## src/design/cng_pkg.sv

```systemverilog
// ============================================================================
// cng_pkg: shared types and constants for the colored noise generator
// LCG constants, value limits, opcodes, sequencer states and the trailing-zero
// count used to pick the pink-noise octave.
// ============================================================================
package cng_pkg;

    // LCG step: state = state * LCG_MUL + LCG_ADD (mod 2^32)
    localparam logic [31:0] LCG_MUL = 32'd196314165;
    localparam logic [31:0] LCG_ADD = 32'd907633515;

    // Q1.22 offset that centers the top 23 LCG bits
    localparam int HALF_RANGE  = 4194304;
    // Inclusive limits of the running sums (Q.22)
    localparam int PINK_LIMIT  = 4 * 4194304;
    localparam int BROWN_LIMIT = 8 * 4194304;
    // Largest positive Q.26 sample
    localparam int SAMPLE_MAX  = 536870911;

    // Register map: index taken from paddr[2]
    localparam logic        REG_FALLBACK_SEED = 1'b0;
    localparam logic [31:0] FALLBACK_RESET    = 32'd1;

    typedef enum logic [1:0] {
        OP_WHITE = 2'd0,
        OP_PINK  = 2'd1,
        OP_BROWN = 2'd2,
        OP_SEED  = 2'd3
    } op_t;

    typedef enum logic [3:0] {
        ST_IDLE,
        ST_MUL,
        ST_ADV,
        ST_WMUL,
        ST_WOUT,
        ST_PCHK,
        ST_POUT,
        ST_BCHK,
        ST_DONE
    } state_t;

    // Count trailing zeros of a 32-bit word by halving search; zero gives 32
    function automatic logic [5:0] tz32(input logic [31:0] x);
        logic [31:0] v;
        logic [5:0]  n;
        v = x;
        n = 6'd0;
        if (v == 32'd0) begin
            n = 6'd32;
        end else begin
            if (v[15:0] == 16'd0) begin
                n = n + 6'd16;
                v = v >> 16;
            end
            if (v[7:0] == 8'd0) begin
                n = n + 6'd8;
                v = v >> 8;
            end
            if (v[3:0] == 4'd0) begin
                n = n + 6'd4;
                v = v >> 4;
            end
            if (v[1:0] == 2'd0) begin
                n = n + 6'd2;
                v = v >> 2;
            end
            if (v[0] == 1'b0) begin
                n = n + 6'd1;
            end
        end
        return n;
    endfunction

endpackage

```

## src/design/colored_noise_generator_unit.sv

```systemverilog
// ============================================================================
// colored_noise_generator_unit: white, pink and brown noise from a 32-bit LCG
// One shared signed multiplier serves both the LCG step and the white-noise
// gain; a small sequencer runs draws, range checks and redraws.
// ============================================================================
// Each LCG draw is a multiply, then an add, then a range check; the white draw
// goes on to the gain multiply and rounding, and the pink output draw to the
// output sum, instead of a check. Brown and pink redraw until the check passes.
// Seed load: accepted, no result. One transaction in flight at a time;
// a stalled result adds its wait, and the next transaction is taken once
// the result is registered.
// Reset (aresetn low, synchronous) clears the LCG, sums and octave table,
// sets the octave counter to 1 and the fallback seed to 1.
module colored_noise_generator_unit #(
    parameter int OCTAVES = 16
) (
    input  logic               aclk,
    input  logic               aresetn,
    // input transactions
    input  logic               s_valid,
    output logic               s_ready,
    input  logic [1:0]         s_op,
    input  logic signed [15:0] s_gain,
    input  logic [31:0]        s_seed_value,
    // result transactions
    output logic               m_valid,
    input  logic               m_ready,
    output logic signed [29:0] m_sample,
    // configuration
    input  logic               psel,
    input  logic               penable,
    input  logic               pwrite,
    input  logic [2:0]         paddr,
    input  logic [31:0]        pwdata,
    output logic [31:0]        prdata,
    output logic               pready
);

    localparam int IDX_W = $clog2(OCTAVES);

    // ------------------------------------------------------------------------
    // Registers
    // ------------------------------------------------------------------------
    cng_pkg::state_t    state_reg, state_next;
    cng_pkg::op_t       op_reg, op_next;
    logic signed [15:0] gain_reg, gain_next;
    logic               final_reg, final_next;
    logic [IDX_W-1:0]   k_reg, k_next;
    logic signed [23:0] prev_reg, prev_next;
    logic [31:0]        lcg_reg, lcg_next;
    logic [31:0]        cnt_reg, cnt_next;
    logic signed [25:0] pink_sum_reg, pink_sum_next;
    logic signed [26:0] brown_sum_reg, brown_sum_next;
    logic signed [61:0] prod_reg, prod_next;
    logic signed [29:0] res_reg, res_next;
    logic               m_valid_reg, m_valid_next;
    logic signed [29:0] m_sample_reg, m_sample_next;
    logic [31:0]        fallback_seed_reg;
    logic signed [23:0] octave_reg [OCTAVES];
    logic               oct_we;

    // ------------------------------------------------------------------------
    // Datapath helpers
    // ------------------------------------------------------------------------
    logic signed [23:0] white_val;
    logic signed [32:0] mul_a;
    logic signed [28:0] mul_b;
    logic signed [61:0] mul_p;
    logic [5:0]         tz_val;
    logic [5:0]         tz_idx;
    logic signed [39:0] round_sum;
    logic signed [31:0] white_r;
    logic signed [26:0] pink_try;
    logic signed [27:0] pink_out;
    logic signed [27:0] brown_try;
    logic               accept;
    logic               cfg_write;

    // Center the top 23 LCG bits: exact Q1.22 value in [-1,1)
    assign white_val = $signed({1'b0, lcg_reg[31:9]}) - 24'(cng_pkg::HALF_RANGE);

    // Shared multiplier: LCG step or white gain, picked by the sequencer
    always_comb begin
        if (state_reg == cng_pkg::ST_WMUL) begin
            mul_a = {{9{white_val[23]}}, white_val};
            mul_b = {{13{gain_reg[15]}}, gain_reg};
        end else begin
            mul_a = {1'b0, lcg_reg};
            mul_b = {1'b0, cng_pkg::LCG_MUL[27:0]};
        end
    end
    assign mul_p = mul_a * mul_b;

    // Octave index from the trailing zeros of the counter
    assign tz_val = cng_pkg::tz32(cnt_reg);
    assign tz_idx = tz_val & 6'(OCTAVES - 1);

    // White rounding: add half an LSB, floor shift by 8
    assign round_sum = prod_reg[39:0] + 40'sd128;
    assign white_r   = round_sum[39:8];

    // Candidate sums
    assign pink_try  = {pink_sum_reg[25], pink_sum_reg}
                     + {{3{white_val[23]}}, white_val}
                     - {{3{prev_reg[23]}}, prev_reg};
    assign pink_out  = {{2{pink_sum_reg[25]}}, pink_sum_reg}
                     + {{4{white_val[23]}}, white_val};
    assign brown_try = {brown_sum_reg[26], brown_sum_reg}
                     + {{4{white_val[23]}}, white_val};

    assign accept    = s_valid && s_ready;
    assign cfg_write = psel && penable && pwrite && pready;

    // ------------------------------------------------------------------------
    // Sequencer: next state and datapath updates
    // ------------------------------------------------------------------------
    always_comb begin
        state_next     = state_reg;
        op_next        = op_reg;
        gain_next      = gain_reg;
        final_next     = final_reg;
        k_next         = k_reg;
        prev_next      = prev_reg;
        lcg_next       = lcg_reg;
        cnt_next       = cnt_reg;
        pink_sum_next  = pink_sum_reg;
        brown_sum_next = brown_sum_reg;
        prod_next      = prod_reg;
        res_next       = res_reg;
        m_valid_next   = m_valid_reg;
        m_sample_next  = m_sample_reg;
        oct_we         = 1'b0;

        // drop the result once it is taken
        if (m_ready) begin
            m_valid_next = 1'b0;
        end

        unique case (state_reg)
            cng_pkg::ST_IDLE: begin
                if (accept) begin
                    op_next    = cng_pkg::op_t'(s_op);
                    gain_next  = s_gain;
                    final_next = 1'b0;
                    k_next     = tz_idx[IDX_W-1:0];
                    prev_next  = octave_reg[tz_idx[IDX_W-1:0]];
                    if (cng_pkg::op_t'(s_op) == cng_pkg::OP_SEED) begin
                        lcg_next = (s_seed_value != 32'd0) ? s_seed_value
                                                           : fallback_seed_reg;
                    end else begin
                        state_next = cng_pkg::ST_MUL;
                    end
                end
            end
            cng_pkg::ST_MUL: begin
                prod_next  = mul_p;
                state_next = cng_pkg::ST_ADV;
            end
            cng_pkg::ST_ADV: begin
                lcg_next = prod_reg[31:0] + cng_pkg::LCG_ADD;
                unique case (op_reg)
                    cng_pkg::OP_WHITE: state_next = cng_pkg::ST_WMUL;
                    cng_pkg::OP_PINK:  state_next = final_reg ? cng_pkg::ST_POUT
                                                              : cng_pkg::ST_PCHK;
                    cng_pkg::OP_BROWN: state_next = cng_pkg::ST_BCHK;
                    cng_pkg::OP_SEED:  state_next = cng_pkg::ST_IDLE;
                endcase
            end
            cng_pkg::ST_WMUL: begin
                prod_next  = mul_p;
                state_next = cng_pkg::ST_WOUT;
            end
            cng_pkg::ST_WOUT: begin
                // saturate the single overflow case (-1 times -8)
                if (white_r > 32'(cng_pkg::SAMPLE_MAX)) begin
                    res_next = 30'(cng_pkg::SAMPLE_MAX);
                end else begin
                    res_next = white_r[29:0];
                end
                state_next = cng_pkg::ST_DONE;
            end
            cng_pkg::ST_PCHK: begin
                // every attempt overwrites the octave entry
                oct_we = 1'b1;
                if (pink_try >= -27'(cng_pkg::PINK_LIMIT) &&
                    pink_try <= 27'(cng_pkg::PINK_LIMIT)) begin
                    pink_sum_next = pink_try[25:0];
                    cnt_next      = cnt_reg + 32'd1;
                    final_next    = 1'b1;
                end
                state_next = cng_pkg::ST_MUL;
            end
            cng_pkg::ST_POUT: begin
                res_next   = {pink_out[27], pink_out, 1'b0};
                state_next = cng_pkg::ST_DONE;
            end
            cng_pkg::ST_BCHK: begin
                if (brown_try >= -28'(cng_pkg::BROWN_LIMIT) &&
                    brown_try <= 28'(cng_pkg::BROWN_LIMIT)) begin
                    brown_sum_next = brown_try[26:0];
                    res_next       = {{3{brown_try[26]}}, brown_try[26:0]};
                    state_next     = cng_pkg::ST_DONE;
                end else begin
                    state_next = cng_pkg::ST_MUL;
                end
            end
            cng_pkg::ST_DONE: begin
                // hold until the output register is free
                if (!m_valid_reg || m_ready) begin
                    m_valid_next  = 1'b1;
                    m_sample_next = res_reg;
                    state_next    = cng_pkg::ST_IDLE;
                end
            end
            default: begin
                state_next = cng_pkg::ST_IDLE;
            end
        endcase
    end

    // ------------------------------------------------------------------------
    // State register
    // ------------------------------------------------------------------------
    always_ff @(posedge aclk) begin
        if (!aresetn) begin
            state_reg   <= cng_pkg::ST_IDLE;
            m_valid_reg <= 1'b0;
        end else begin
            state_reg   <= state_next;
            m_valid_reg <= m_valid_next;
        end
    end

    // ------------------------------------------------------------------------
    // Generator state, sums and octave table
    // ------------------------------------------------------------------------
    always_ff @(posedge aclk) begin
        if (!aresetn) begin
            lcg_reg           <= 32'd0;
            cnt_reg           <= 32'd1;
            pink_sum_reg      <= '0;
            brown_sum_reg     <= '0;
            fallback_seed_reg <= cng_pkg::FALLBACK_RESET;
            for (int i = 0; i < OCTAVES; i++) begin
                octave_reg[i] <= '0;
            end
        end else begin
            lcg_reg       <= lcg_next;
            cnt_reg       <= cnt_next;
            pink_sum_reg  <= pink_sum_next;
            brown_sum_reg <= brown_sum_next;
            if (cfg_write && paddr[2] == cng_pkg::REG_FALLBACK_SEED) begin
                fallback_seed_reg <= pwdata;
            end
            if (oct_we) begin
                octave_reg[k_reg] <= white_val;
            end
        end
    end

    // ------------------------------------------------------------------------
    // Payload registers
    // ------------------------------------------------------------------------
    always_ff @(posedge aclk) begin
        op_reg       <= op_next;
        gain_reg     <= gain_next;
        final_reg    <= final_next;
        k_reg        <= k_next;
        prev_reg     <= prev_next;
        prod_reg     <= prod_next;
        res_reg      <= res_next;
        m_sample_reg <= m_sample_next;
    end

    // ------------------------------------------------------------------------
    // Outputs
    // ------------------------------------------------------------------------
    assign s_ready  = (state_reg == cng_pkg::ST_IDLE);
    assign m_valid  = m_valid_reg;
    assign m_sample = m_sample_reg;
    assign pready   = 1'b1;
    assign prdata   = (paddr[2] == cng_pkg::REG_FALLBACK_SEED) ? fallback_seed_reg : 32'd0;

    // ------------------------------------------------------------------------
    // Assertions
    // ------------------------------------------------------------------------
    a_pink_range: assert property (@(posedge aclk) disable iff (!aresetn)
        (pink_sum_reg >= -cng_pkg::PINK_LIMIT) && (pink_sum_reg <= cng_pkg::PINK_LIMIT))
        else $error("pink sum left its range");

    a_brown_range: assert property (@(posedge aclk) disable iff (!aresetn)
        (brown_sum_reg >= -cng_pkg::BROWN_LIMIT) && (brown_sum_reg <= cng_pkg::BROWN_LIMIT))
        else $error("brown sum left its range");

    a_seed_load: assert property (@(posedge aclk) disable iff (!aresetn)
        (accept && s_op == cng_pkg::OP_SEED) |=>
        (lcg_reg == (($past(s_seed_value) != 32'd0) ? $past(s_seed_value)
                                                     : $past(fallback_seed_reg))))
        else $error("seed transaction did not load the generator");

    a_counter_step: assert property (@(posedge aclk) disable iff (!aresetn)
        ($past(aresetn) && (cnt_reg != $past(cnt_reg))) |->
        ($past(state_reg) == cng_pkg::ST_PCHK))
        else $error("octave counter moved outside a pink check");

endmodule
```

## config.mk

```make
export PLATFORM = sky130hd
export DESIGN_NAME = colored_noise_generator_unit
export DESIGN_NICKNAME = d
export VERILOG_FILES = /design/src/design/cng_pkg.sv /design/src/design/colored_noise_generator_unit.sv
export SDC_FILE = /design/constraint.sdc
export NUM_CORES = 2
export LEC_CHECK = 0
export ABC_AREA = 1
export ABC_CLOCK_PERIOD_IN_PS = 18800
export BUFFER_PORTS_ARGS = -buffer_cell sky130_fd_sc_hd__buf_2
export CAP_MARGIN = 20
export CELL_PAD_IN_SITES_DETAIL_PLACEMENT = 0
export CELL_PAD_IN_SITES_GLOBAL_PLACEMENT = 1
export CORE_UTILIZATION = 45
export DETAILED_ROUTE_END_ITERATION = 10
export GPL_TIMING_DRIVEN = 0
export PLACE_DENSITY_LB_ADDON = 0.3
export SLEW_MARGIN = 20
export SYNTH_ARGS = -nofsm -noshare
export SYNTH_HDL_FRONTEND = slang
export SYNTH_SLANG_ARGS = --single-unit
```

## constraint.sdc

```tcl
create_clock -name aclk -period 18.8 [get_ports aclk]
set_input_delay 3.76 -clock aclk [delete_from_list [all_inputs] [get_ports aclk]]
set_output_delay 3.76 -clock aclk [all_outputs]
set_load 0.03 [all_outputs]
```

==> summary.txt <==
Detailed routing
  – Vias: between 40000 and 50000
  – Post-DR vias/cell: ~5.4
  – Drt pass-1 iters: 5
  – DRC viols: 0
  – Routed WL per cell: roughly 25 um
  – DR iter-0 viols: a little over 5000
  – Routed Wire Length: 226300 um
  – Final ANT Viol Nets: 0

Yosys
  – Yosys top cell area share: between 20% and 30%
  – Netlist cell types: 55
  – Syn Inst Count: slightly above 7000
  – Yosys warnings: 0
  – Seq/Total Area, Yosys: between 30% and 40%
  – Synth Flop Type: edfxtp_1
  – Synth Area in XOR/XNOR: 2.733%
  – Largest family of logic cells by synthesized area: adder cells
  – Post-synth EDFFs: between 500 and 600
  – FF+latch count, synth: roughly 670
  – Area share of fa/ha/maj cells after synthesis: between 20% and 30%
  – Syn avg cell area: just over 8 um^2
  – Synth area leader: edfxtp_1
  – Async set or reset register ratio after synthesis: 0%
  – Post-Synth Simple-Gate Area: approximately a fifth
  – Synth area leaders: edfxtp_1, fa_1, inv_1, nand2_1, nor2_1
  – Post-synthesis mux area share: 0%
  – Mapped Nets: 8055
  – Post-synthesis cell area: just under 60000 um^2
  – Post-synthesis compound-gate area fraction: about 6.5%

Worst setup path
  – Bufs and invs on worst path: 10
  – Critical path peak fanout: 10
  – CP Launch Type: flip-flop
  – CP top delay family: adder cells
  – Critical Path Sink Type: flip-flop
  – Worst path required time: between 15000 and 20000 ps
  – Setup Crit Path Kind: flip-flop to flip-flop
  – Worst EP arrival: ~13000 ps
  – Slowest-stage cell, CP: clkbuf_1
  – Cell mode on critical path: fa_1
  – CP max stage delay: 650 ps

Cells and area
  – Multi-input gate area: approximately 33000 um^2
  – Layout fillers: about 13000
  – Max reg flops: about 370
  – Final net count: between 8000 and 9000
  – Storage cell area: approximately 19000 um^2
  – Layout area overhead: 10.02%
  – Share of cells above drive strength 1: around 5.8%

Clock tree
  – Clk slew on worst S/H paths: approximately 60 ps
  – Post-CTS Hold Buffers: 0
  – Root buffer cell: clkbuf_16
  – CTS sink cnt: 668
  – CTS H-tree lvls: 3
  – Resize count post-CTS: 0
  – CTS Buf Count: just under 80
  – Clock buffer depth: 3
  – TritonCTS clock tree: built
  – Skew-Pair Late Insertion Delay: about 730 ps
  – Post-CTS setup repair buffer count: 0

Floorplanning
  – Die area: around 130000 um^2
  – Die Ht: 363.0 um
  – Core Area: 129300 um^2
  – # IOs: about 160
  – Row cnt: between 100 and 150
  – DIE WIDTH: 363.0 um
  – Initial Util: approximately 45%

Timing
  – Unrepaired setup endpoints after global routing: false
  – Hold Vio Cnt, Final: 0
  – Fmax: around 0.080 GHz
  – Crit path time final: 12490 ps
  – Post-Route Skew: around 63 ps
  – Final Max Tran Viols: 0
  – Setup_tns: 0 ps
  – Slew Limit Headroom: around 15%
  – Final Cycle Share: about 66%
  – Slew @ Worst Pin: approximately 1300 ps
  – Final Setup Violations: 0

Global route
  – Largest net degree at the start of global routing: 31
  – Total grt overflow: 0
  – First-pass GRT wire length: 327000 um
  – Number of global-route vias before repair: roughly 49000
  – GRT Total Usage: 34.55%
  – Initial antenna violation count: 6

Place
  – DP HPWL: between 150000 and 200000 um
  – Final estimated routing congestion in global placement: between 0.9 and 1
  – Port Buffers: 152

Status
  – Status: finished, final reports clean

Worst hold path
  – Hold WC Path Type: flip-flop to flip-flop

Flow run
  – Max cap viols: 0
[cells by family after synthesis]
group / after synthesis
xor gates and xnor gates: 183
buffers and inverters: 1820
AOI/OAI and AO/OA: 703
and+or+nand+nor: 2804
DFF: 668
adders and majority gates: 892
other: 1
[cell type report]
type,count,share of cell area (%)
Multi-Input combinational cell,4583,51.52
Timing Repair Buffer,160,1.398
Inverter,1521,8.848
Antenna cell,3,0.01163
Clock inverter,55,1.068
Buffer,299,1.945
Sequential cell,668,28.70
Clock buffer,90,3.128
Tap cell,1742,3.378
[metal layers]
layer / routed length [um] / GRT usage (%) / up-vias
li1: - / - / 22419
met1: 93870 / 47.05 / 24518
met2: 101100 / 53.86 / 2230
met3: 18780 / 5.564 / 504
met4: 12520 / 16.47 / 0
met5: 0 / 0 / -
[cells in the mapped netlist, types with 3 or more instances]
library cell  instances
o22ai_1               5
fa_1                646
clkinv_1             11
or2_2                14
o21a_1                6
o21bai_1              7
nor2_2               13
a21boi_0             17
dfxtp_1             154
xor2_1              123
buf_2                65
a21oi_1             359
edfxtp_1            514
buf_1                 8
nand3b_1             55
xnor2_1              60
a21o_1                8
inv_1              1500
nand3_2               3
a31oi_1              33
nand4_1              98
nor2_1             1066
nand3_1             386
clkbuf_1            216
o21ai_0             210
ha_1                246
buf_6                 3
nand2_1            1080
a211oi_1              8
inv_2                10
nor3_1               52
nor4_1               27
buf_4                 6
o211ai_1             35
[placed cells by master, fill, tap and decap left out, types with 17 or more instances in the layout]
cell type	n
a31oi_1	33
nand3_1	386
ha_1	246
clkinv_1	23
edfxtp_1	514
dfxtp_1	153
nor2_1	1063
o211ai_1	35
clkbuf_1	223
xnor2_1	60
a21oi_1	358
nand3b_1	55
nor3_1	51
nand4_1	98
o21ai_0	210
clkbuf_16	79
nand2_1	1065
buf_2	217
xor2_1	123
inv_1	1500
fa_1	646
nand2_2	17
nor4_1	27
a21boi_0	17
[through the flow]
stage               instances  hold WS, ps  cell area (um^2)  utilization, %  worst slack, ps
floorplan                7071        400.3             58650               -            10360
global placement         8965        404.1             61590           47.63             6516
detailed placement       8972        404.5             61780           47.78             6596
CTS                      9117        393.8             64490           49.87             6591
global route             9118        398.8             64520           49.89             6103
finish                   9121        395.4             64520           49.89             6314
[worst paths after layout]
kind                startpoint            to  slack, ps  cells past startpoint
setup / recovery  state_reg[1]  prod_reg[37]       6310                     36
hold / removal      res_reg[7]   m_sample[7]        400                      0
setup reg to reg  state_reg[1]  prod_reg[37]       6310                     36
hold reg to reg     res_reg[7]   m_sample[7]        400                      0
Power is not shown: default switching activity piles up to over one toggle a cycle in this logic, so the estimate is an artifact.
